<file path="src/hdl/assert_macros.svh">
// ----------------------------------------------------------------------------
// assert_macros.svh
// Shared concurrent assertion macros for the blur block.
// ----------------------------------------------------------------------------
`ifndef ASSERT_MACROS_SVH
`define ASSERT_MACROS_SVH

// Check prop at every rising edge outside reset.
`define RGBB_ASSERT(lbl, clk, rst_n, prop, msg) \
  lbl: assert property (@(posedge clk) disable iff (!rst_n) (prop)) else $error(msg);

// Check that ante at one edge is followed by cons at the next edge.
`define RGBB_ASSERT_NEXT(lbl, clk, rst_n, ante, cons, msg) \
  lbl: assert property (@(posedge clk) disable iff (!rst_n) (ante) |=> (cons)) else $error(msg);

`endif

</file>
<file path="src/hdl/rgbb_pkg.sv">
// ----------------------------------------------------------------------------
// rgbb_pkg
// Types and constants shared by the 3x3 blur stream modules.
// ----------------------------------------------------------------------------
`default_nettype none

package rgbb_pkg;

  localparam int DEF_MAX_WIDTH  = 2048;
  localparam int DEF_MAX_HEIGHT = 4096;

  localparam int PIX_W     = 32;
  localparam int RGB_W     = 24;
  localparam int ALPHA_W   = 8;
  localparam int OUT_COL_W = 11;
  localparam int OUT_ROW_W = 12;

  localparam int CFG_W_BITS = 12;
  localparam int CFG_H_BITS = 13;
  localparam int CFG_DATA_W = 13;
  localparam int CFG_IDX_W  = 2;

  localparam logic [CFG_IDX_W-1:0] REG_IMAGE_WIDTH  = 2'd0;
  localparam logic [CFG_IDX_W-1:0] REG_IMAGE_HEIGHT = 2'd1;

  localparam logic [CFG_W_BITS-1:0] RESET_WIDTH  = 12'd640;
  localparam logic [CFG_H_BITS-1:0] RESET_HEIGHT = 13'd480;

  // Results per input at most, and record queue depth.
  localparam int MAX_RES    = 4;
  localparam int SLOT_W     = $clog2(MAX_RES);
  localparam int EMIT_DEPTH = 4;

  // Window: [row][col], row 0 is the oldest line, col 2 the newest pixel.
  typedef logic [2:0][2:0][PIX_W-1:0] win_t;

  // All results caused by one input: shared blur value plus per-result
  // alpha and coordinates, slots 0..last valid.
  typedef struct packed {
    logic [RGB_W-1:0]                    rgb;
    logic [SLOT_W-1:0]                   last;
    logic [MAX_RES-1:0][ALPHA_W-1:0]     alpha;
    logic [MAX_RES-1:0][OUT_COL_W-1:0]   col;
    logic [MAX_RES-1:0][OUT_ROW_W-1:0]   row;
  } emit_rec_t;

endpackage

`default_nettype wire

</file>
<file path="src/hdl/rgbb_emit.sv">
// ----------------------------------------------------------------------------
// rgbb_emit
// Record queue that holds result groups and hands them out one at a time.
// ----------------------------------------------------------------------------
`default_nettype none

module rgbb_emit (
  input  logic                               clk,
  input  logic                               rst_n,
  input  logic                               push_valid,
  output logic                               push_ready,
  input  rgbb_pkg::emit_rec_t                push_rec,
  output logic                               out_valid,
  input  logic                               out_ready,
  output logic [rgbb_pkg::PIX_W-1:0]         out_pixel_out,
  output logic [rgbb_pkg::OUT_COL_W-1:0]     out_col,
  output logic [rgbb_pkg::OUT_ROW_W-1:0]     out_row,
  output logic                               out_run_last
);

  localparam int PW = $clog2(rgbb_pkg::EMIT_DEPTH);
  localparam int NW = $clog2(rgbb_pkg::EMIT_DEPTH + 1);

  rgbb_pkg::emit_rec_t                 fifo_r [rgbb_pkg::EMIT_DEPTH];
  rgbb_pkg::emit_rec_t                 head;
  logic [PW-1:0]                       wr_ptr_r, rd_ptr_r;
  logic [NW-1:0]                       count_r, count_nxt;
  logic [rgbb_pkg::SLOT_W-1:0]         slot_r;
  logic                                push_fire, out_fire, pop;

  assign push_ready = (count_r != NW'(rgbb_pkg::EMIT_DEPTH));
  assign push_fire  = push_valid && push_ready;
  assign out_valid  = (count_r != '0);
  assign head       = fifo_r[rd_ptr_r];
  assign out_fire   = out_valid && out_ready;
  assign out_run_last = (slot_r == head.last);
  assign pop        = out_fire && out_run_last;

  assign out_pixel_out = {head.alpha[slot_r], head.rgb};
  assign out_col       = head.col[slot_r];
  assign out_row       = head.row[slot_r];

  always_comb begin
    count_nxt = count_r;
    if (push_fire && !pop) begin
      count_nxt = count_r + NW'(1);
    end else if (pop && !push_fire) begin
      count_nxt = count_r - NW'(1);
    end
  end

  always_ff @(posedge clk) begin
    if (!rst_n) begin
      wr_ptr_r <= '0;
      rd_ptr_r <= '0;
      count_r  <= '0;
      slot_r   <= '0;
    end else begin
      count_r <= count_nxt;
      if (push_fire) begin
        wr_ptr_r <= (wr_ptr_r == PW'(rgbb_pkg::EMIT_DEPTH - 1)) ? '0 : wr_ptr_r + PW'(1);
      end
      if (pop) begin
        rd_ptr_r <= (rd_ptr_r == PW'(rgbb_pkg::EMIT_DEPTH - 1)) ? '0 : rd_ptr_r + PW'(1);
        slot_r   <= '0;
      end else if (out_fire) begin
        slot_r <= slot_r + rgbb_pkg::SLOT_W'(1);
      end
    end
  end

  always_ff @(posedge clk) begin
    if (push_fire) begin
      fifo_r[wr_ptr_r] <= push_rec;
    end
  end

  `include "assert_macros.svh"

  `RGBB_ASSERT(a_count_bound, clk, rst_n, count_r <= NW'(rgbb_pkg::EMIT_DEPTH), "queue overfilled")
  `RGBB_ASSERT_NEXT(a_group_holds, clk, rst_n, out_fire && !out_run_last, out_valid && (rd_ptr_r == $past(rd_ptr_r)), "result group dropped before its last result")
  `RGBB_ASSERT_NEXT(a_out_holds, clk, rst_n, out_valid && !out_ready, out_valid && $stable(out_pixel_out), "result changed while waiting")

endmodule

`default_nettype wire

</file>
<file path="config.mk">
export PLATFORM = sky130hd
export DESIGN_NAME = rgbb_emit
export DESIGN_NICKNAME = d
export VERILOG_FILES = /design/src/hdl/rgbb_pkg.sv /design/src/hdl/rgbb_emit.sv
export VERILOG_INCLUDE_DIRS = /design/src /design/src/hdl
export SDC_FILE = /design/constraint.sdc
export NUM_CORES = 1
export LEC_CHECK = 0
export BUFFER_PORTS_ARGS = -buffer_cell sky130_fd_sc_hd__buf_2
export CORE_ASPECT_RATIO = 1.2
export CORE_MARGIN = 8
export CORE_UTILIZATION = 43
export CTS_CLUSTER_SIZE = 16
export DETAILED_ROUTE_END_ITERATION = 7
export SYNTH_ARGS = -nofsm -noshare
export SYNTH_HDL_FRONTEND = slang
export SYNTH_SLANG_ARGS = --single-unit
</file>
<file path="constraint.sdc">
create_clock -name clk -period 6.5 [get_ports clk]
set_input_delay 0.325 -clock clk [delete_from_list [all_inputs] [get_ports clk]]
set_output_delay 0.325 -clock clk [all_outputs]
set_load 0.02 [all_outputs]
</file>
==> run_results.csv, run 1 <==
group,metric,value,unit
pwr,switching_power,2571,uW
timing,drv_slew,0,
grt,grt-busiest-layer,"met2",
synthesis,ys_warn_count,0,
route,wl_per_cell,22.51,um
die,dieWidth,227.0,um
worst_setup_path,rr_endpoint,"count_r[2]",
grt,grt_pass1_wl,70.86,mm
route,drc,0,
clocking,cts_max_level,2,
min_path,hp-class,"in -> reg",
timing,worstMarginPinSlew,1.097,ns
worst_setup_path,crit_end,"out_col[2]",
grt,gr-usage-met2,26.13,%
final_layout,fin_nets,1441,
route,vias,10591,
placement,dp.cells,1780,
grt,met1_usage,19.52,%
grt,grt_pass1_vias,11999,
clocking,clock_path_buffers,3,
worst_setup_path,crit_type,"reg -> out",
clocking,clock_sinks,611,
worst_setup_path,reg2reg_depth,10,
pwr,combPwrFrac,18.1,%
die,num_rows,93,
timing,max_freq,252.7,MHz
synthesis,synth.avg_cell_area,25.78,um^2
clocking,cts_resized,0,
pwr,power.share.sequential,48.9,%
synthesis,syn-cell-area,0.02297,mm^2
synthesis,ys.flop_type,"edfxtp_1",
final_layout,multi_input_area,0.004479,mm^2
synthesis,synth.net_count,1052,
timing,post-route-period-util,60.89,%
placement,hpwl,24.41,mm
placement,gp_congestion,0.6893,
grt,antenna_found_initial,5,
die,die_area,0.06110,mm^2
final_layout,fill_cells,4197,
timing,hold_ws,0.05292,ns
worst_setup_path,worstSetupEndpointType,"primary output",
grt,grt-ovfl-total,0,
synthesis,synth_edf_count,600,
route,vias_per_cell,5.192,
grt,grt_max_degree,151,
placement,postPlaceCellArea,0.02482,mm^2
grt,grt_util_all_layers,15.23,%
synthesis,ys_ff_latch,611,
synthesis,yosysSeqAreaShare,79.40,%
final_layout,seq_area,0.01825,mm^2
clocking,cts_inserted_buffers,60,
pwr,irDropWorstVdd,0.0002416,V
clocking,clk_pin_slew,0.06,ns
clocking,clock_latency,0.61,ns
timing,rsz0062_at_grt,"no",
worst_setup_path,cp.arrival,3.63,ns
die,die_h,269.2,um
synthesis,netlist_instances,891,
placement,port_buffers,211,
final_layout,final_layout_size_suffix_gt1_share,37.43,%
route,postRouteAntennaNets,0,
clocking,cts_tree,"done",
timing,setup_viol,0,
job,drv_cap,0,
route,routed_wirelength,45.92,mm
timing,hold_viol_final,0,
timing,max-slew-margin-rel,26.86,%
pwr,p_leak,0.009146,uW
timing,skew,0.02394,ns
final_layout,syn_to_final_growth,22.85,%
worst_setup_path,worstPathRequired,6.17,ns
timing,tns,0,ns
worst_setup_path,cp-start-kind,"register",
route,first_iter_violations,589,
route,firstDrtPassIters,5,
worst_setup_path,r2r_slack,3.15,ns
timing,fin_crit,3.958,ns
synthesis,async_flop_share,0,%
worst_setup_path,path_max_fanout,52,
final_layout,final_cells,2040,
synthesis,synth.distinct_cells,30,
pwr,p_int,7548,uW
die,core,0.05329,mm^2
run_status,outcome,"finished, final reports clean",
grt,use_met3,3.204,%
die,initial_core_util,43.10,%
clocking,clockRootBuffer,"clkbuf_16",
final_layout,fin_area,0.02822,mm^2
pwr,powerDensity,358.6,mW/mm^2
pwr,pwr-share-clk,33.0,%
die,io_pins,212,
pwr,swShare,25.41,%
==> critical path: stages, from the launching register on <==
cell and delay [ns]:
dfxtp_4 0.78, buf_4 0.89, mux4_2 0.62, mux4_2 0.47
buf_2 0.18
==> layout make-up <==
type | instances | area share, %
well taps | 712 | 3.157
flip-flops and latches | 611 | 64.68
multi-input cells | 233 | 15.87
clock inverters | 39 | 1.259
inverters | 4 | 0.05321
clock buffers | 68 | 5.427
repair buffers | 370 | 9.525
diodes | 3 | 0.02661
==> cell usage after synthesis, types with 2 or more instances <==
cell / number / share of area (%)
nor2b_1: 2 / 0.054
xnor2_1: 3 / 0.11
or3_1: 3 / 0.082
edfxtp_1: 600 / 78
nor2_1: 3 / 0.049
mux4_2: 181 / 18
and2_1: 2 / 0.054
inv_1: 3 / 0.049
clkbuf_1: 18 / 0.29
a21boi_1: 6 / 0.20
ha_1: 6 / 0.33
o31ai_1: 2 / 0.065
buf_2: 10 / 0.22
buf_6: 11 / 0.54
nand2_1: 8 / 0.13
and3_1: 4 / 0.11
xor2_1: 3 / 0.11
dfxtp_1: 11 / 0.96
buf_1: 4 / 0.065
==> through the flow <==
step | total power [uW] | worst slack (ns) | utilization [%]
after floorplan | 6285 | 1.606 | -
after global placement | 6828 | 3.111 | 46.57
after detailed placement | 6853 | 3.062 | 46.57
after CTS | 10290 | 2.390 | 52.93
after global routing | 10550 | 2.195 | 52.94
final | 10120 | 2.542 | 52.95
==> metal layers <==
metal	up-vias	share of wire (%)
met5	-	0
met4	0	2.1
met3	64	5.0
met2	217	51
met1	5637	42
li1	4673	-
==> kinds of logic (layout without fill, tap and decap cells) <==
| logic type | Yosys count | count (layout) | share of synthesized area [%] |
|---|---|---|---|
| flops | 611 | 611 | 79.40 |
| mux | 182 | 182 | 17.79 |
| buf+inv | 47 | 481 | 1.182 |
| simple gates | 25 | 25 | 0.5774 |
| compound gates | 13 | 13 | 0.4031 |
| fa+ha+maj | 7 | 7 | 0.4140 |
| xor+xnor | 6 | 6 | 0.2288 |
| other cells | 0 | 3 | 0 |
==> worst min-delay path by stage <==
stage | from | end | depth (start not counted)
final | rst_n | slot_r[1] | 2
after global routing | rst_n | slot_r[0] | 2
after CTS | rst_n | slot_r[1] | 2
after detailed placement | count_r[2] | count_r[2] | 2
after global placement | wr_ptr_r[1] | wr_ptr_r[1] | 2
after floorplan | push_rec[0] | fifo_r[0][0] | 0
==> timing repair <==
item	in CTS	in global routing
hold endpoints to repair	600	0
setup buffers	0	0
hold buffers	150	0
==> placed cells by master, fill, tap and decap left out, types with 2 or more instances in the layout <==
master,Yosys,layout
dfxtp_4,0,3
bufinv_16,0,6
nor2b_1,2,2
xnor2_1,3,3
ha_1,6,6
o31ai_1,2,2
dfxtp_1,11,7
dlygate4sd3_1,0,150
xor2_1,3,3
clkinv_2,0,15
buf_4,0,4
and3_4,0,4
inv_1,3,3
or3_1,3,3
nor2_1,3,3
buf_12,0,5
edfxtp_1,600,600
mux4_2,181,181
nand2_1,8,8
diode_2,0,3
a21boi_1,6,6
clkinvlp_4,0,2
clkbuf_16,0,60
clkbuf_1,18,8
and2_1,2,2
clkinv_1,0,13
buf_2,10,211
==> state kept, by name, indices dropped and copies added, names as in the netlist, named ones only <==
| register | flops |
|---|---|
| fifo_r | 600 |
| count_r | 3 |
| rd_ptr_r | 2 |
| slot_r | 2 |
| wr_ptr_r | 2 |
==> power groups by stage <==
stage / clock [uW] / combinational [uW] / sequential (uW)
after floorplan: 0 / 1320 / 4960
after global placement: 0 / 1800 / 5030
after detailed placement: 0 / 1810 / 5040
after CTS: 3440 / 1890 / 4960
after global routing: 3580 / 1980 / 4990
final: 3340 / 1830 / 4950
(Power assumes the default switching activity.)
==> run 2, diff against run 1 <==
--- a/config.mk
+++ b/config.mk
@@ -6,6 +6,7 @@
 export SDC_FILE = /design/constraint.sdc
 export NUM_CORES = 1
 export LEC_CHECK = 0
+export ABC_AREA = 1
 export BUFFER_PORTS_ARGS = -buffer_cell sky130_fd_sc_hd__buf_2
 export CORE_ASPECT_RATIO = 1.2
 export CORE_MARGIN = 8
==> constraint.sdc (replaced) <==
create_clock -name clk -period 3.8 [get_ports clk]
set_input_delay 0.19 -clock clk [delete_from_list [all_inputs] [get_ports clk]]
set_output_delay 0.19 -clock clk [all_outputs]
set_load 0.02 [all_outputs]
==> run_results.csv, run 2 <==
group,metric,value,unit
run_status,outcome,"finished, final reports clean",
pwr,pwr-share-clk,29.3,%
min_path,hp-start,"out_ready",
die,die_h,272.4,um
route,firstDrtPassIters,5,
placement,gp_congestion,0.7563,
timing,tns,0,ns
placement,post-place-ws,1.037,ns
route,vias_per_cell,5.403,
synthesis,ys.flop_type,"edfxtp_1",
placement,port_buffers,211,
pwr,powerDensity,681.0,mW/mm^2
clocking,clockRootBuffer,"clkbuf_16",
worst_setup_path,worstPathRequired,3.61,ns
pwr,power.share.sequential,43.2,%
route,wl_per_cell,21.72,um
synthesis,synth.avg_cell_area,14.29,um^2
final_layout,mostFrequentLayoutCells,"600 x edfxtp_1, 304 x nor2_1, 283 x o21ai_0",
die,num_rows,94,
min_path,hp-class,"in -> reg",
clocking,cts_tree,"done",
synthesis,synth.distinct_cells,27,
final_layout,fin_nets,2139,
grt,grt_max_degree,151,
synthesis,synth_edf_count,600,
pwr,switching_power,6411,uW
timing,worstMarginPinSlew,0.9547,ns
die,initial_core_util,43.25,%
worst_setup_path,crit_type,"reg -> out",
worst_setup_path,cp-start-kind,"register",
synthesis,yosysMostFrequentCell,"edfxtp_1",
final_layout,largest-register,"fifo_r",
synthesis,yosysSeqAreaShare,77.44,%
worst_setup_path,path_cells,"inv_8 -> buf_12 -> o21ai_0 -> o22ai_1 -> o211ai_1 -> nand2_1 -> buf_2",
timing,fin_crit,3.274,ns
final_layout,reg_top3,"fifo_r x600, count_r x3",
final_layout,largest_reg_flops,600,
synthesis,async_flop_share,0,%
placement,dp.cells,2487,
final_layout,fill_cells,4460,
pwr,p_int,13180,uW
synthesis,ys_warn_count,0,
final_layout,final_layout_size_suffix_gt1_share,16.25,%
timing,hold_viol_final,0,
pwr,combPwrFrac,27.5,%
pwr,irDropWorstVdd,0.0005641,V
clocking,clk_pin_slew,0.06,ns
grt,grt_pass1_wl,90.17,mm
timing,drv_slew,0,
worst_setup_path,slowest_delay,0.68,ns
timing,max-slew-margin-rel,36.21,%
grt,antenna_found_initial,10,
route,routed_wirelength,59.80,mm
job,drv_cap,0,
die,die_area,0.06255,mm^2
route,vias,14874,
pwr,p_leak,0.009773,uW
clocking,post-cts-setup-buffers,0,
die,core,0.05445,mm^2
synthesis,syn-cell-area,0.02355,mm^2
route,drc,0,
worst_setup_path,cp.arrival,3.08,ns
worst_setup_path,path_max_fanout,102,
timing,post-route-period-util,86.16,%
worst_setup_path,worstSetupEndpointType,"primary output",
timing,setup_ws,0.5259,ns
grt,grt_pass1_vias,14825,
placement,hpwl,33.93,mm
pwr,swShare,32.72,%
synthesis,synth.net_count,1809,
grt,grt_util_all_layers,18.59,%
route,first_iter_violations,1288,
synthesis,synth.top_cell.area_share,76.50,%
route,postRouteAntennaNets,0,
synthesis,synth_area_leader_cell,"edfxtp_1",
timing,rsz0062_at_grt,"no",
timing,max_freq,305.4,MHz
die,dieWidth,229.6,um
clocking,clock_latency,0.63,ns
synthesis,synth.top_cells.by_count,"600 x edfxtp_1, 308 x nor2_1, 283 x o21ai_0, 89 x o221ai_1, 73 x clkbuf_1",
synthesis,ys_ff_latch,611,
clocking,cts_inserted_buffers,58,
synthesis,netlist_instances,1648,
final_layout,syn_to_final_growth,22.14,%
final_layout,final_common_cell,"edfxtp_1",
clocking,clock_path_buffers,3,
clocking,cts_max_level,2,
grt,grt-ovfl-total,0,
timing,setup_viol,0,
die,io_pins,212,
clocking,clock_sinks,611,
synthesis,netlist_top_cells_area,"edfxtp_1 77%, o21ai_0 6.0%, nor2_1 4.9%, o221ai_1 3.3%, o22ai_1 1.6%",
final_layout,final_util,52.82,%
timing,skew,0.02740,ns
final_layout,final_cells,2753,
worst_setup_path,crit_path_top_delay_cell,"dfxtp_4",
## run 2: power by group through the flow
stage	logic, uW	clock network [uW]	registers, uW
finish	5390	5740	8460
global route	5900	6100	8520
CTS	5480	5870	8470
detailed placement	5320	0	8610
global placement	5240	0	8590
floorplan	3440	0	8620
## run 2: cell families after synthesis
logic type                 after synthesis  share of synthesized area [%]
DFF                                    611                          77.44
and+or+nand+nor                        397                          6.593
adders and majority gates                7                         0.4038
AOI/OAI and AO/OA                      492                          12.57
buffers and inverters                  139                          2.922
xor gates and xnor gates                 2                        0.07439
## run 2: final cells by class
class	instances	area (um^2)	share of cell area [%]
repair buffers	389	2970	10.33
diodes	8	20.02	0.06960
flip-flops and latches	611	18250	63.44
well taps	720	900.9	3.132
clock buffers	77	1564	5.437
multi-input cells	898	4656	16.19
clock inverters	30	319.1	1.109
inverters	20	85.08	0.2958
## run 2: final timing paths
| check | end | slack [ns] | depth (start not counted) |
|---|---|---|---|
| worst max-delay path | out_row[0] | 0.53 | 7 |
| worst min-delay path | slot_r[0] | 0.15 | 4 |
| worst max register to register | count_r[2] | 1.06 | 13 |
| worst min register to register | count_r[2] | 0.50 | 2 |
## run 2: per-layer routing
layer  track usage [%]  vias up  part of all wire (%)
met2             32.29      431                    51
met4             5.407        2                   1.8
met3             3.612       70                   6.0
li1                  -     6962                     -
met5                 0        -                 0.020
met1             23.47     7409                    41
## run 2: per-stage QoR
stage          instance area [um^2]  power, uW  hold slack [ns]
2_1_floorplan                 23560      12060           0.2889
3_3_place_gp                  25350      13830           0.4009
3_5_place_dp                  25350      13930           0.4056
4_1_cts                       28750      19810           0.1175
5_1_grt                       28760      20520           0.1351
6_report                      28770      19590           0.1476
## run 2: repair_timing
action,in CTS,in global routing
resized for setup,0,0
hold buffers,151,0
endpoints found under the hold margin,611,0
## run 2: worst max-delay path: cells and delay by family (launching register included)
kind | cells | cell delay, ns
compound gates | 3 | 0.74
flops | 1 | 0.68
simple gates | 1 | 0.12
buf+inv | 3 | 0.79
