<file path="config.mk">
export PLATFORM = sky130hd
export DESIGN_NAME = rgbb_filter
export DESIGN_NICKNAME = d
export VERILOG_FILES = /design/src/hdl/assert_macros.svh /design/src/hdl/rgbb_pkg.sv /design/src/hdl/rgbb_filter.sv
export SDC_FILE = /design/constraint.sdc
export NUM_CORES = 1
export LEC_CHECK = 0
export BUFFER_PORTS_ARGS = -buffer_cell sky130_fd_sc_hd__buf_4
export CORE_AREA = 2 2 119 121
export DETAILED_ROUTE_END_ITERATION = 8
export DIE_AREA = 0 0 121 123
export GPL_TIMING_DRIVEN = 0
export PLACE_DENSITY = 0.8
export SYNTH_ARGS = -nofsm -noshare
export SYNTH_HDL_FRONTEND = slang
export SYNTH_SLANG_ARGS = --single-unit
</file>
<file path="constraint.sdc">
create_clock -name vclk -period 7
set_clock_uncertainty 0.1 [all_clocks]
set_input_delay 1.4 -clock vclk [all_inputs]
set_output_delay 1.4 -clock vclk [all_outputs]
set_load 0.01 [all_outputs]
</file>
<file path="src/hdl/assert_macros.svh">
// ----------------------------------------------------------------------------
// assert_macros.svh
// Shared concurrent assertion macros for the blur block.
// ----------------------------------------------------------------------------
`ifndef ASSERT_MACROS_SVH
`define ASSERT_MACROS_SVH

// Check prop at every rising edge outside reset.
`define RGBB_ASSERT(lbl, clk, rst_n, prop, msg) \
  lbl: assert property (@(posedge clk) disable iff (!rst_n) (prop)) else $error(msg);

// Check that ante at one edge is followed by cons at the next edge.
`define RGBB_ASSERT_NEXT(lbl, clk, rst_n, ante, cons, msg) \
  lbl: assert property (@(posedge clk) disable iff (!rst_n) (ante) |=> (cons)) else $error(msg);

`endif

</file>
<file path="src/hdl/rgbb_pkg.sv">
// ----------------------------------------------------------------------------
// rgbb_pkg
// Types and constants shared by the 3x3 blur stream modules.
// ----------------------------------------------------------------------------
`default_nettype none

package rgbb_pkg;

  localparam int DEF_MAX_WIDTH  = 2048;
  localparam int DEF_MAX_HEIGHT = 4096;

  localparam int PIX_W     = 32;
  localparam int RGB_W     = 24;
  localparam int ALPHA_W   = 8;
  localparam int OUT_COL_W = 11;
  localparam int OUT_ROW_W = 12;

  localparam int CFG_W_BITS = 12;
  localparam int CFG_H_BITS = 13;
  localparam int CFG_DATA_W = 13;
  localparam int CFG_IDX_W  = 2;

  localparam logic [CFG_IDX_W-1:0] REG_IMAGE_WIDTH  = 2'd0;
  localparam logic [CFG_IDX_W-1:0] REG_IMAGE_HEIGHT = 2'd1;

  localparam logic [CFG_W_BITS-1:0] RESET_WIDTH  = 12'd640;
  localparam logic [CFG_H_BITS-1:0] RESET_HEIGHT = 13'd480;

  // Results per input at most, and record queue depth.
  localparam int MAX_RES    = 4;
  localparam int SLOT_W     = $clog2(MAX_RES);
  localparam int EMIT_DEPTH = 4;

  // Window: [row][col], row 0 is the oldest line, col 2 the newest pixel.
  typedef logic [2:0][2:0][PIX_W-1:0] win_t;

  // All results caused by one input: shared blur value plus per-result
  // alpha and coordinates, slots 0..last valid.
  typedef struct packed {
    logic [RGB_W-1:0]                    rgb;
    logic [SLOT_W-1:0]                   last;
    logic [MAX_RES-1:0][ALPHA_W-1:0]     alpha;
    logic [MAX_RES-1:0][OUT_COL_W-1:0]   col;
    logic [MAX_RES-1:0][OUT_ROW_W-1:0]   row;
  } emit_rec_t;

endpackage

`default_nettype wire

</file>
<file path="src/hdl/rgbb_filter.sv">
// ----------------------------------------------------------------------------
// rgbb_filter
// 1-2-1 / 2-4-2 / 1-2-1 kernel over a 3x3 window, per color channel.
// ----------------------------------------------------------------------------
`default_nettype none

module rgbb_filter (
  input  rgbb_pkg::win_t                 win,
  output logic [rgbb_pkg::RGB_W-1:0]     rgb
);

  // Weighted sum fits in 12 bits (16 * 255).
  function automatic logic [7:0] blur_ch(input rgbb_pkg::win_t w, input int sh);
    logic [11:0] s;
    s = 12'(w[0][0][sh +: 8]) + {3'd0, w[0][1][sh +: 8], 1'b0} + 12'(w[0][2][sh +: 8])
      + {3'd0, w[1][0][sh +: 8], 1'b0} + {2'd0, w[1][1][sh +: 8], 2'b00}
      + {3'd0, w[1][2][sh +: 8], 1'b0}
      + 12'(w[2][0][sh +: 8]) + {3'd0, w[2][1][sh +: 8], 1'b0} + 12'(w[2][2][sh +: 8]);
    return s[11:4];
  endfunction

  assign rgb = {blur_ch(win, 16), blur_ch(win, 8), blur_ch(win, 0)};

endmodule

`default_nettype wire

</file>
==> summary.md, run 1 <==
| Metric | Value |
|---|---|
| Most frequent cells in the layout | `inv_1, buf_4, fa_1, ha_1, xnor2_1` |
| Crit share post-route | `0.973` |
| Final hold viol count | `0` |
| Fillers | `1253` |
| Core area | `approximately 0.014 mm^2` |
| CP Launch Type | `input pin` |
| Worst Path Required | `5.50 ns` |
| WS Path Type | `in2out` |
| Largest net degree at the start of global routing | `7` |
| DRC viols | `0` |
| Hold path endpoint | `rgb[15]` |
| Overflow after GRT | `0` |
| Seq. cell area | `0 um^2` |
| Post-Syn Instances | `approximately 540` |
| Worst hold margin | `3.26 ns` |
| Layout Nets | `approximately 1300` |
| FF+latch count | `0` |
| Register area share after synthesis | `0` |
| Inserted Diodes | `0` |
| Die area | `between 0.01 and 0.015 mm^2` |
| Initial antenna violation count | `0` |
| Most common cell after layout, fill and taps aside | `inv_1` |
| Distinct cells, synth | `31` |
| Worst min-delay path class | `in2out` |
| Synth Cell Area | `between 0.005 and 0.006 mm^2` |
| Vias per cell | `4.19` |
| Layout area overhead | `40.1%` |
| Number of global-route vias before repair | `4331` |
| Status | `finished clean` |
| Relative slew margins | `0.580` |
| Setup violators final | `0` |
| CP endpoint kind | `output port` |
| Num rows | `43` |
| CP arrival | `approximately 5.3 ns` |
| RSZ-0062 raised after global routing | `no` |
| Port bufs | `240` |
| Routed via count | `4026` |
| DIE HEIGHT | `123 um` |
| Overall power | `between 3 and 4 mW` |
| DR WL/cell | `roughly 11 um` |
| Mapped Nets | `approximately 1000` |
| Routability Congestion | `roughly 0.8` |
| I/O pins | `approximately 310` |
| Max Fclk | `0.147 GHz` |
| Max-Cap Viols | `0` |
| Setup TNS | `0 ns` |
| Power density over cell area | `465 mW/mm^2` |
| Post-DP HPWL | `10600 um` |
| Slew Viols, Final | `0` |
| Post-Route WL | `about 11000 um` |
| Worst Max-Slew Pin Slew | `just over 0.6 ns` |
| Worst Min Path Start | `win[143]` |
| Pleak | `4.19 nW` |
| Routed Antenna Nets | `0` |
| Shortest period the worst path allows | `6.81 ns` |
| Multi-input gate area | `0.00423 mm^2` |
| Max Fanout on Critical Path | `2` |
| Avg Inst Size Synth | `approximately 9.6 um^2` |
| CLK BUF | `0` |
| Hold depth | `5` |
| Peak VDD IR | `approximately 0.00037 V` |
| Ys Warns | `0` |
| Initial drt markers | `60` |
| GRT Total Usage | `0.151` |
| Drt pass-1 iters | `6` |
| Initial Util | `0.380` |
| Layout cell share with drive strength beyond 1 | `0.325` |
| Die Wd | `~120 um` |
| First-pass GRT wire length | `roughly 18000 um` |
==> synthesized netlist by cell type <==
cell type,n,share of area
nand4b_1,2,0.0034
a2111oi_0,1,0.0017
nor3_1,3,0.0029
fa_1,156,0.60
a221oi_2,1,0.0029
ha_1,39,0.094
a221oi_1,2,0.0034
a21oi_1,14,0.014
and3_1,1,0.0012
o211ai_1,3,0.0044
a21o_1,4,0.0058
o21a_1,4,0.0058
nand3_1,3,0.0029
nand4_1,1,0.0012
or3b_2,2,0.0034
o21ai_1,1,0.00097
xnor2_1,15,0.025
o21ba_2,1,0.0019
nand2_1,4,0.0029
o21bai_1,1,0.0015
and4_1,2,0.0034
or3_1,1,0.0012
nor2_1,2,0.0015
nor2b_1,2,0.0024
nor4_1,1,0.0012
and2_1,3,0.0036
o21ai_0,5,0.0048
nand3b_1,1,0.0015
and4b_1,1,0.0019
inv_1,258,0.19
xor2_1,5,0.0085
==> layout make-up <==
class                      instances  area share
multi-input combinational        281       0.584
timing repair buffer             243       0.252
inverter                         258       0.134
tap                              180      0.0311
==> cell families after synthesis <==
logic type	synth area share
buf+inv	0.187
fa+ha+maj	0.698
compound gates	0.0467
simple gates	0.0346
xor+xnor	0.0338
==> critical path: stages <==
cell and delay (ns):
buf_4 0.12, fa_1 0.55, fa_1 0.45, fa_1 0.52, fa_1 0.55, or3b_2 0.47, fa_2 0.39, nor2b_2 0.15
nor3_1 0.07, o21a_1 0.21, o21ai_2 0.14, xor2_1 0.15, buf_4 0.14
==> worst max-delay path by stage <==
stage | slack (ns) | cells past startpoint | startpoint | to
floorplan | 0.29 | 13 | win[11] | rgb[15]
global placement | -0.09 | 15 | win[19] | rgb[23]
detailed placement | -0.16 | 15 | win[19] | rgb[23]
CTS | 0.04 | 15 | win[11] | rgb[15]
global route | 0.02 | 15 | win[11] | rgb[15]
finish | 0.19 | 13 | win[203] | rgb[15]
==> power breakdown <==
group	leakage [nW]	internal [mW]	switching, mW
Sequential	0	0	0
Combinational	4.19	1.67	1.70
Clock	0	0	0
==> stage by stage <==
stage                     utilization  cell area, um^2  std cells  setup slack [ns]
after floorplan                     -             5170        539             0.287
after global placement          0.529             7200        959           -0.0890
after detailed placement        0.529             7200        959            -0.161
after CTS                       0.530             7220        959            0.0419
after global routing            0.533             7250        962            0.0197
final                           0.533             7250        962             0.187
==> metal layers <==
metal,vias to the layer above,global-route usage,routed length [um],share of wire
met5,-,0,0,0
met4,0,0.00509,41,0.0038
met3,4,0.0180,753,0.070
met2,126,0.297,5940,0.55
met1,1933,0.186,4010,0.37
li1,1963,-,-,-
==> repair_timing <==
| item | in CTS | in global routing |
|---|---|---|
| setup endpoints to repair | 2 | 2 |
| gates resized for setup | 7 | 4 |
| pin swaps | 0 | 12 |
| cloned | 0 | 0 |
| buffers inserted | 0 | 3 |
| hold buffers | 0 | 0 |
Power figures use the tool's default switching activity.
==> inputs of run 2 (changes only) <==
==> constraint.sdc (replaced) <==
create_clock -name vclk -period 7
set_clock_uncertainty 0.1 [all_clocks]
set_input_delay 1.05 -clock vclk [all_inputs]
set_output_delay 1.05 -clock vclk [all_outputs]
set_load 0.01 [all_outputs]
==> run 2 against run 1 <==
Count of clock-buffer cells in the layout did not move; design area fell by 0.69%; wire length fell by 0.67%; combinational power fell by 2%; global-route usage barely moved; setup slack improved by 0.37 ns; cell count fell by 0.31%; non-clock buffer count fell by 3; first-iteration DRC count fell by 13%; largest power group unchanged.
==> summary.md, run 2 (synthesis gave the netlist of run 1 again) <==
| Metric | Value |
|---|---|
| Status | `finished clean` |
| Fillers | `1259 (+0.48%)` |
| Final hold viol count | `0 (unchanged)` |
| Most frequent cell on the critical path | `fa_1` |
| Inserted Diodes | `0 (unchanged)` |
| GRT Total Usage | `0.151 (-0.000200)` |
| Overflow after GRT | `0 (unchanged)` |
| WP buf/inv | `4 (+2)` |
| Seq. cell area | `0 um^2 (unchanged)` |
| Routed via count | `3991 (-0.87%)` |
| Routability Congestion | `0.790 (unchanged)` |
| Most common cell after layout, fill and taps aside | `inv_1` |
| Worst Path Required | `5.85 ns (+0.35 ns)` |
| Slew Viols, Final | `0 (unchanged)` |
| Port bufs | `240 (unchanged)` |
| Die area | `0.0149 mm^2 (unchanged)` |
| Setup crit end | `rgb[23]` |
| Vias per cell | `4.16 (-0.56%)` |
| Routed Antenna Nets | `0 (unchanged)` |
| CP Cell Sequence | `buf_4, inv_1, fa_1, inv_1, fa_1, fa_1, fa_1, or3b_2, fa_1, nor2b_1, nor3_1, o21a_1, o21ai_0, xor2_1, buf_4` |
| CP Launch Type | `input pin` |
| Crit share post-route | `0.921 (-0.0525)` |
| Worst hold margin | `2.56 ns (-0.696 ns)` |
| Placed cells | `959 (unchanged)` |
| Setup TNS | `0 ns (unchanged)` |
| Hold depth | `5 (unchanged)` |
| Most frequent cells in the layout | `inv_1, buf_4, fa_1, ha_1, xnor2_1` |
| Critical path origin | `win[19]` |
| Layout Nets | `1264 (-0.24%)` |
| Setup violators final | `0 (unchanged)` |
| Number of global-route vias before repair | `4319 (-0.28%)` |
| RSZ-0062 raised after global routing | `no` |
| First-pass GRT wire length | `18400 um (-0.15%)` |
| Multi-input gate area | `0.00421 mm^2 (-0.65%)` |
| Worst min-delay path class | `in2out` |
| Largest delay contributor family on the critical path | `adder cells` |
| Largest stage delay, worst path | `0.55 ns (about the same)` |
| Num rows | `43 (unchanged)` |
| Max-Cap Viols | `0 (unchanged)` |
| FF+latch count | `0 (unchanged)` |
| Drt pass-1 iters | `6 (unchanged)` |
| Power density over cell area | `456 mW/mm^2 (-1.8%)` |
| Largest net degree at the start of global routing | `7 (unchanged)` |
| Max Fanout on Critical Path | `2 (unchanged)` |
| Layout cell share with drive strength beyond 1 | `0.313 (-0.0116)` |
| DR WL/cell | `11.1 um (-0.36%)` |
| Core area | `0.0136 mm^2 (unchanged)` |
| CLK BUF | `0 (unchanged)` |
| CTS resizes | `0 (-7)` |
| Final worst slack | `0.555 ns (+0.367 ns)` |
| Relative slew margins | `0.569 (-0.0107)` |
| Post-Route WL | `10700 um (-0.67%)` |
| Initial drt markers | `52 (-13%)` |
| DIE HEIGHT | `123 um (unchanged)` |
| Hold_buf cts | `0 (unchanged)` |
| Shortest period the worst path allows | `6.45 ns (-0.367 ns)` |
| CP endpoint kind | `output port` |
| Initial Util | `0.380 (unchanged)` |
| Pleak | `4.17 nW (-0.51%)` |
| Die Wd | `121 um (unchanged)` |
| Postcts setup bufs | `0 (unchanged)` |
| Post-DP HPWL | `10600 um (unchanged)` |
| Max Fclk | `0.155 GHz (+5.7%)` |
| Worst slack at placement | `0.539 ns (+0.700 ns)` |
| Critical path depth | `15 (+2)` |
| DRC viols | `0 (unchanged)` |
| Cell Count, Final, Fillers Out | `959 (-0.31%)` |
| Layout area overhead | `39.2%` |
| Peak VDD IR | `0.000377 V (+1.3%)` |
| CP max stage cell | `fa_1` |
| Initial antenna violation count | `0 (unchanged)` |
| I/O pins | `312 (unchanged)` |
| Worst Max-Slew Pin Slew | `0.640 ns (+0.0159 ns)` |
| CP arrival | `5.30 ns (about the same)` |
| WS Path Type | `in2out` |
## run 2: layout make-up
type,count,share of cell area
repair buffers,240,0.250
well taps,180,0.0313
inverters,258,0.134
multi-input cells,281,0.584
## run 2: metal layers
| layer | part of all wire | track usage | vias up |
|---|---|---|---|
| met5 | 0 | 0 | - |
| met1 | 0.37 | 0.186 | 1907 |
| met4 | 0.0038 | 0.00509 | 0 |
| met2 | 0.55 | 0.296 | 124 |
| met3 | 0.072 | 0.0180 | 4 |
| li1 | - | - | 1956 |
## run 2: power by group
group	internal [mW]	switching, mW
combinational	1.61	1.68
clock	0	0
sequential	0	0
total	1.61	1.68
## run 2: stage by stage
stage / util / cell area, um^2 / power, mW
global placement: 0.529 / 7200 / 3.28
finish: 0.529 / 7200 / 3.29
floorplan: - / 5170 / 2.03
detailed placement: 0.529 / 7200 / 3.34
global route: 0.529 / 7200 / 3.73
CTS: 0.529 / 7200 / 3.35
## run 2: worst min-delay path by stage
stage	endpoint	startpoint
3_5_place_dp	rgb[23]	win[151]
4_1_cts	rgb[15]	win[143]
5_1_grt	rgb[23]	win[151]
3_3_place_gp	rgb[23]	win[151]
2_1_floorplan	rgb[15]	win[143]
6_report	rgb[15]	win[143]
==> inputs of run 3 (changes only) <==
--- a/config.mk
+++ b/config.mk
@@ -5,10 +5,11 @@
 export SDC_FILE = /design/constraint.sdc
 export NUM_CORES = 1
 export LEC_CHECK = 0
+export ABC_AREA = 1
 export BUFFER_PORTS_ARGS = -buffer_cell sky130_fd_sc_hd__buf_4
-export CORE_AREA = 2 2 119 121
+export CORE_AREA = 2 2 121 123
 export DETAILED_ROUTE_END_ITERATION = 8
-export DIE_AREA = 0 0 121 123
+export DIE_AREA = 0 0 123 125
 export GPL_TIMING_DRIVEN = 0
 export PLACE_DENSITY = 0.8
 export SYNTH_ARGS = -nofsm -noshare
==> run 3 against run 2 <==
Synthesized area grew 4.6%; largest cell class unchanged; non-clock buffer count is the same; synthesized cell count grew 17%; sequential cell count is the same; die area grew 3.3%.
==> summary.md, run 3 <==
| Metric | Value |
|---|---|
| Setup violators final | `0 (unchanged)` |
| Peak VDD IR | `0.000296 V (-21%)` |
| Status | `finished clean` |
| Postcts setup bufs | `0 (unchanged)` |
| Combinational share of power | `1.000 (about the same)` |
| Most instantiated library cell after synthesis | `inv_1` |
| Vias per cell | `4.11 (-1.4%)` |
| Seq pwr share | `0 (unchanged)` |
| Crit share post-route | `0.827 (-0.0936)` |
| Post-Syn Instances | `631 (+17%)` |
| Sw power | `1.91 mW (+14%)` |
| Internal Power | `1.55 mW (-4.0%)` |
| Share of the synthesized area in the top cell type | `0.577 (-0.0264)` |
| RSZ-0062 raised after global routing | `no` |
| Avg Inst Size Synth | `8.58 um^2 (-11%)` |
| CTS resizes | `0 (unchanged)` |
| Layout Nets | `1356 (+7.3%)` |
| Clock share of power | `0 (unchanged)` |
| Routability Congestion | `0.758 (-4.1%)` |
| Layout area overhead | `37.5%` |
| Port bufs | `240 (unchanged)` |
| Layout cell share with drive strength beyond 1 | `0.292 (-0.0216)` |
| I/O pins | `312 (unchanged)` |
| Final hold viol count | `0 (unchanged)` |
| Routed via count | `4331 (+8.5%)` |
| Post-Route WL | `11700 um (+9.1%)` |
| Overflow after GRT | `0 (unchanged)` |
| WS Path Type | `in2out` |
| Slew Viols, Final | `0 (unchanged)` |
| CLK BUF | `0 (unchanged)` |
| Synth Cell Area | `0.00541 mm^2 (+4.6%)` |
| Synth top cells by count | `inv_1, fa_1, nand2_1` |
| Inserted Diodes | `0 (unchanged)` |
| Most common cell after layout, fill and taps aside | `inv_1` |
| Leading area contributor after synthesis | `fa_1` |
| Initial drt markers | `100 (+92%)` |
| Pleak | `4.51 nW (+8.1%)` |
| Relative slew margins | `0.827 (+0.258)` |
| First-pass GRT wire length | `19800 um (+7.6%)` |
| Largest net degree at the start of global routing | `7 (unchanged)` |
| Top cells by area, synth | `fa_1, inv_1, ha_1` |
| Fillers | `1346 (+6.9%)` |
| Worst slack at placement | `1.21 ns (+0.674 ns)` |
| Max-Cap Viols | `0 (unchanged)` |
| Switch share | `0.552 (+0.0425)` |
| Worst min-delay path class | `in2out` |
| Max Fclk | `0.173 GHz (+11%)` |
| Max Fanout on Critical Path | `3 (+1)` |
| DR WL/cell | `11.0 um (-0.79%)` |
| Shortest period the worst path allows | `5.79 ns (-0.655 ns)` |
| Setup TNS | `0 ns (unchanged)` |
| Mapped Nets | `1114 (+9.0%)` |
| Initial Util | `0.381 (+0.000808)` |
| Post-DP HPWL | `11500 um (+8.0%)` |
| Number of global-route vias before repair | `4686 (+8.5%)` |
| CP Launch Type | `input pin` |
| Power density over cell area | `464 mW/mm^2 (+1.7%)` |
| DRC viols | `0 (unchanged)` |
| Initial antenna violation count | `0 (unchanged)` |
| Worst Path Required | `5.85 ns (about the same)` |
| FF+latch count | `0 (unchanged)` |
| Hold_buf cts | `0 (unchanged)` |
| Register area share after synthesis | `0 (unchanged)` |
| Drt pass-1 iters | `4 (-2)` |
| Routed Antenna Nets | `0 (unchanged)` |
| CP arrival | `4.64 ns (-0.66 ns)` |
| Ys Warns | `0 (unchanged)` |
| Distinct cells, synth | `19 (-39%)` |
| Num rows | `44 (+2.3%)` |
| Core area | `0.0142 mm^2 (+4.3%)` |
| CP endpoint kind | `output port` |
| Final worst slack | `1.21 ns (+0.655 ns)` |
| Die area | `0.0154 mm^2 (+3.3%)` |
| GRT Total Usage | `0.156 (+0.00523)` |
| Worst Max-Slew Pin Slew | `0.259 ns (-0.380 ns)` |
| Seq. cell area | `0 um^2 (unchanged)` |
| Most frequent cells in the layout | `inv_1, buf_4, fa_1, nand2_1, ha_1` |
| Die Wd | `123 um (+1.7%)` |
| DIE HEIGHT | `125 um (+1.6%)` |
==> run 3: changes by cell type in the layout (fill, tap and decap cells not counted), sizes merged, moves of 5 or more <==
cell	delta
o21ai	-5
nand3	+14
xnor2	-12
nand2	+81
inv	+31
nor2	+13
==> run 3: worst max-delay path, cell delays in order <==
cell	delay, ns
buf_4	0.07
inv_1	0.05
fa_1	0.55
inv_1	0.05
fa_1	0.50
fa_1	0.43
fa_1	0.50
inv_1	0.05
nor2_2	0.11
nand2_1	0.10
fa_1	0.49
o21ai_2	0.26
nand2_1	0.10
nand2_1	0.07
nand2_1	0.05
nand2_1	0.08
buf_4	0.13
==> run 3: area by class of cell <==
cell class,count,area (um^2),share of cell area
inverter,289,1080,0.146
timing repair buffer,240,1800,0.242
multi-input combinational,342,4330,0.581
tap,184,230,0.0309
==> run 3: path summary, 6_finish.rpt <==
| check | from | end | slack [ns] | cells after the start |
|---|---|---|---|---|
| worst min-delay path | win[135] | rgb[7] | 2.62 | 6 |
| worst max-delay path | win[3] | rgb[5] | 1.21 | 17 |
==> run 3: power by group through the flow <==
stage	clock network, mW	registers, mW	logic (mW)
after floorplan	0	0	2.18
after global placement	0	0	3.40
after detailed placement	0	0	3.50
after CTS	0	0	3.52
after global routing	0	0	3.92
final	0	0	3.46
==> run 3: metal layers <==
layer / vias up / wire (um) / global-route usage
met3: 6 / 781 / 0.0164
li1: 2167 / - / -
met1: 2042 / 4290 / 0.185
met2: 116 / 6490 / 0.310
met5: - / 0 / 0
met4: 0 / 93 / 0.0100
==> run 3: kinds of logic (layout without fill, tap and decap cells) <==
logic type | count (synthesis) | after routing | synth area share
buffers and inverters | 289 | 529 | 0.200
adders and majority gates | 195 | 195 | 0.667
and+or+nand+nor | 119 | 119 | 0.0953
AOI/OAI and AO/OA | 19 | 19 | 0.0224
xor gates and xnor gates | 9 | 9 | 0.0146
==> run 3: per-stage QoR <==
stage / hold slack (ns) / cell area, um^2 / total power [mW] / std cells / utilization
finish: 2.62 / 7440 / 3.46 / 1055 / 0.524
global route: 2.67 / 7440 / 3.92 / 1055 / 0.524
CTS: 2.63 / 7440 / 3.52 / 1055 / 0.524
detailed placement: 2.63 / 7440 / 3.50 / 1055 / 0.524
global placement: 2.62 / 7440 / 3.40 / 1055 / 0.524
floorplan: 2.43 / 5410 / 2.18 / 631 / -
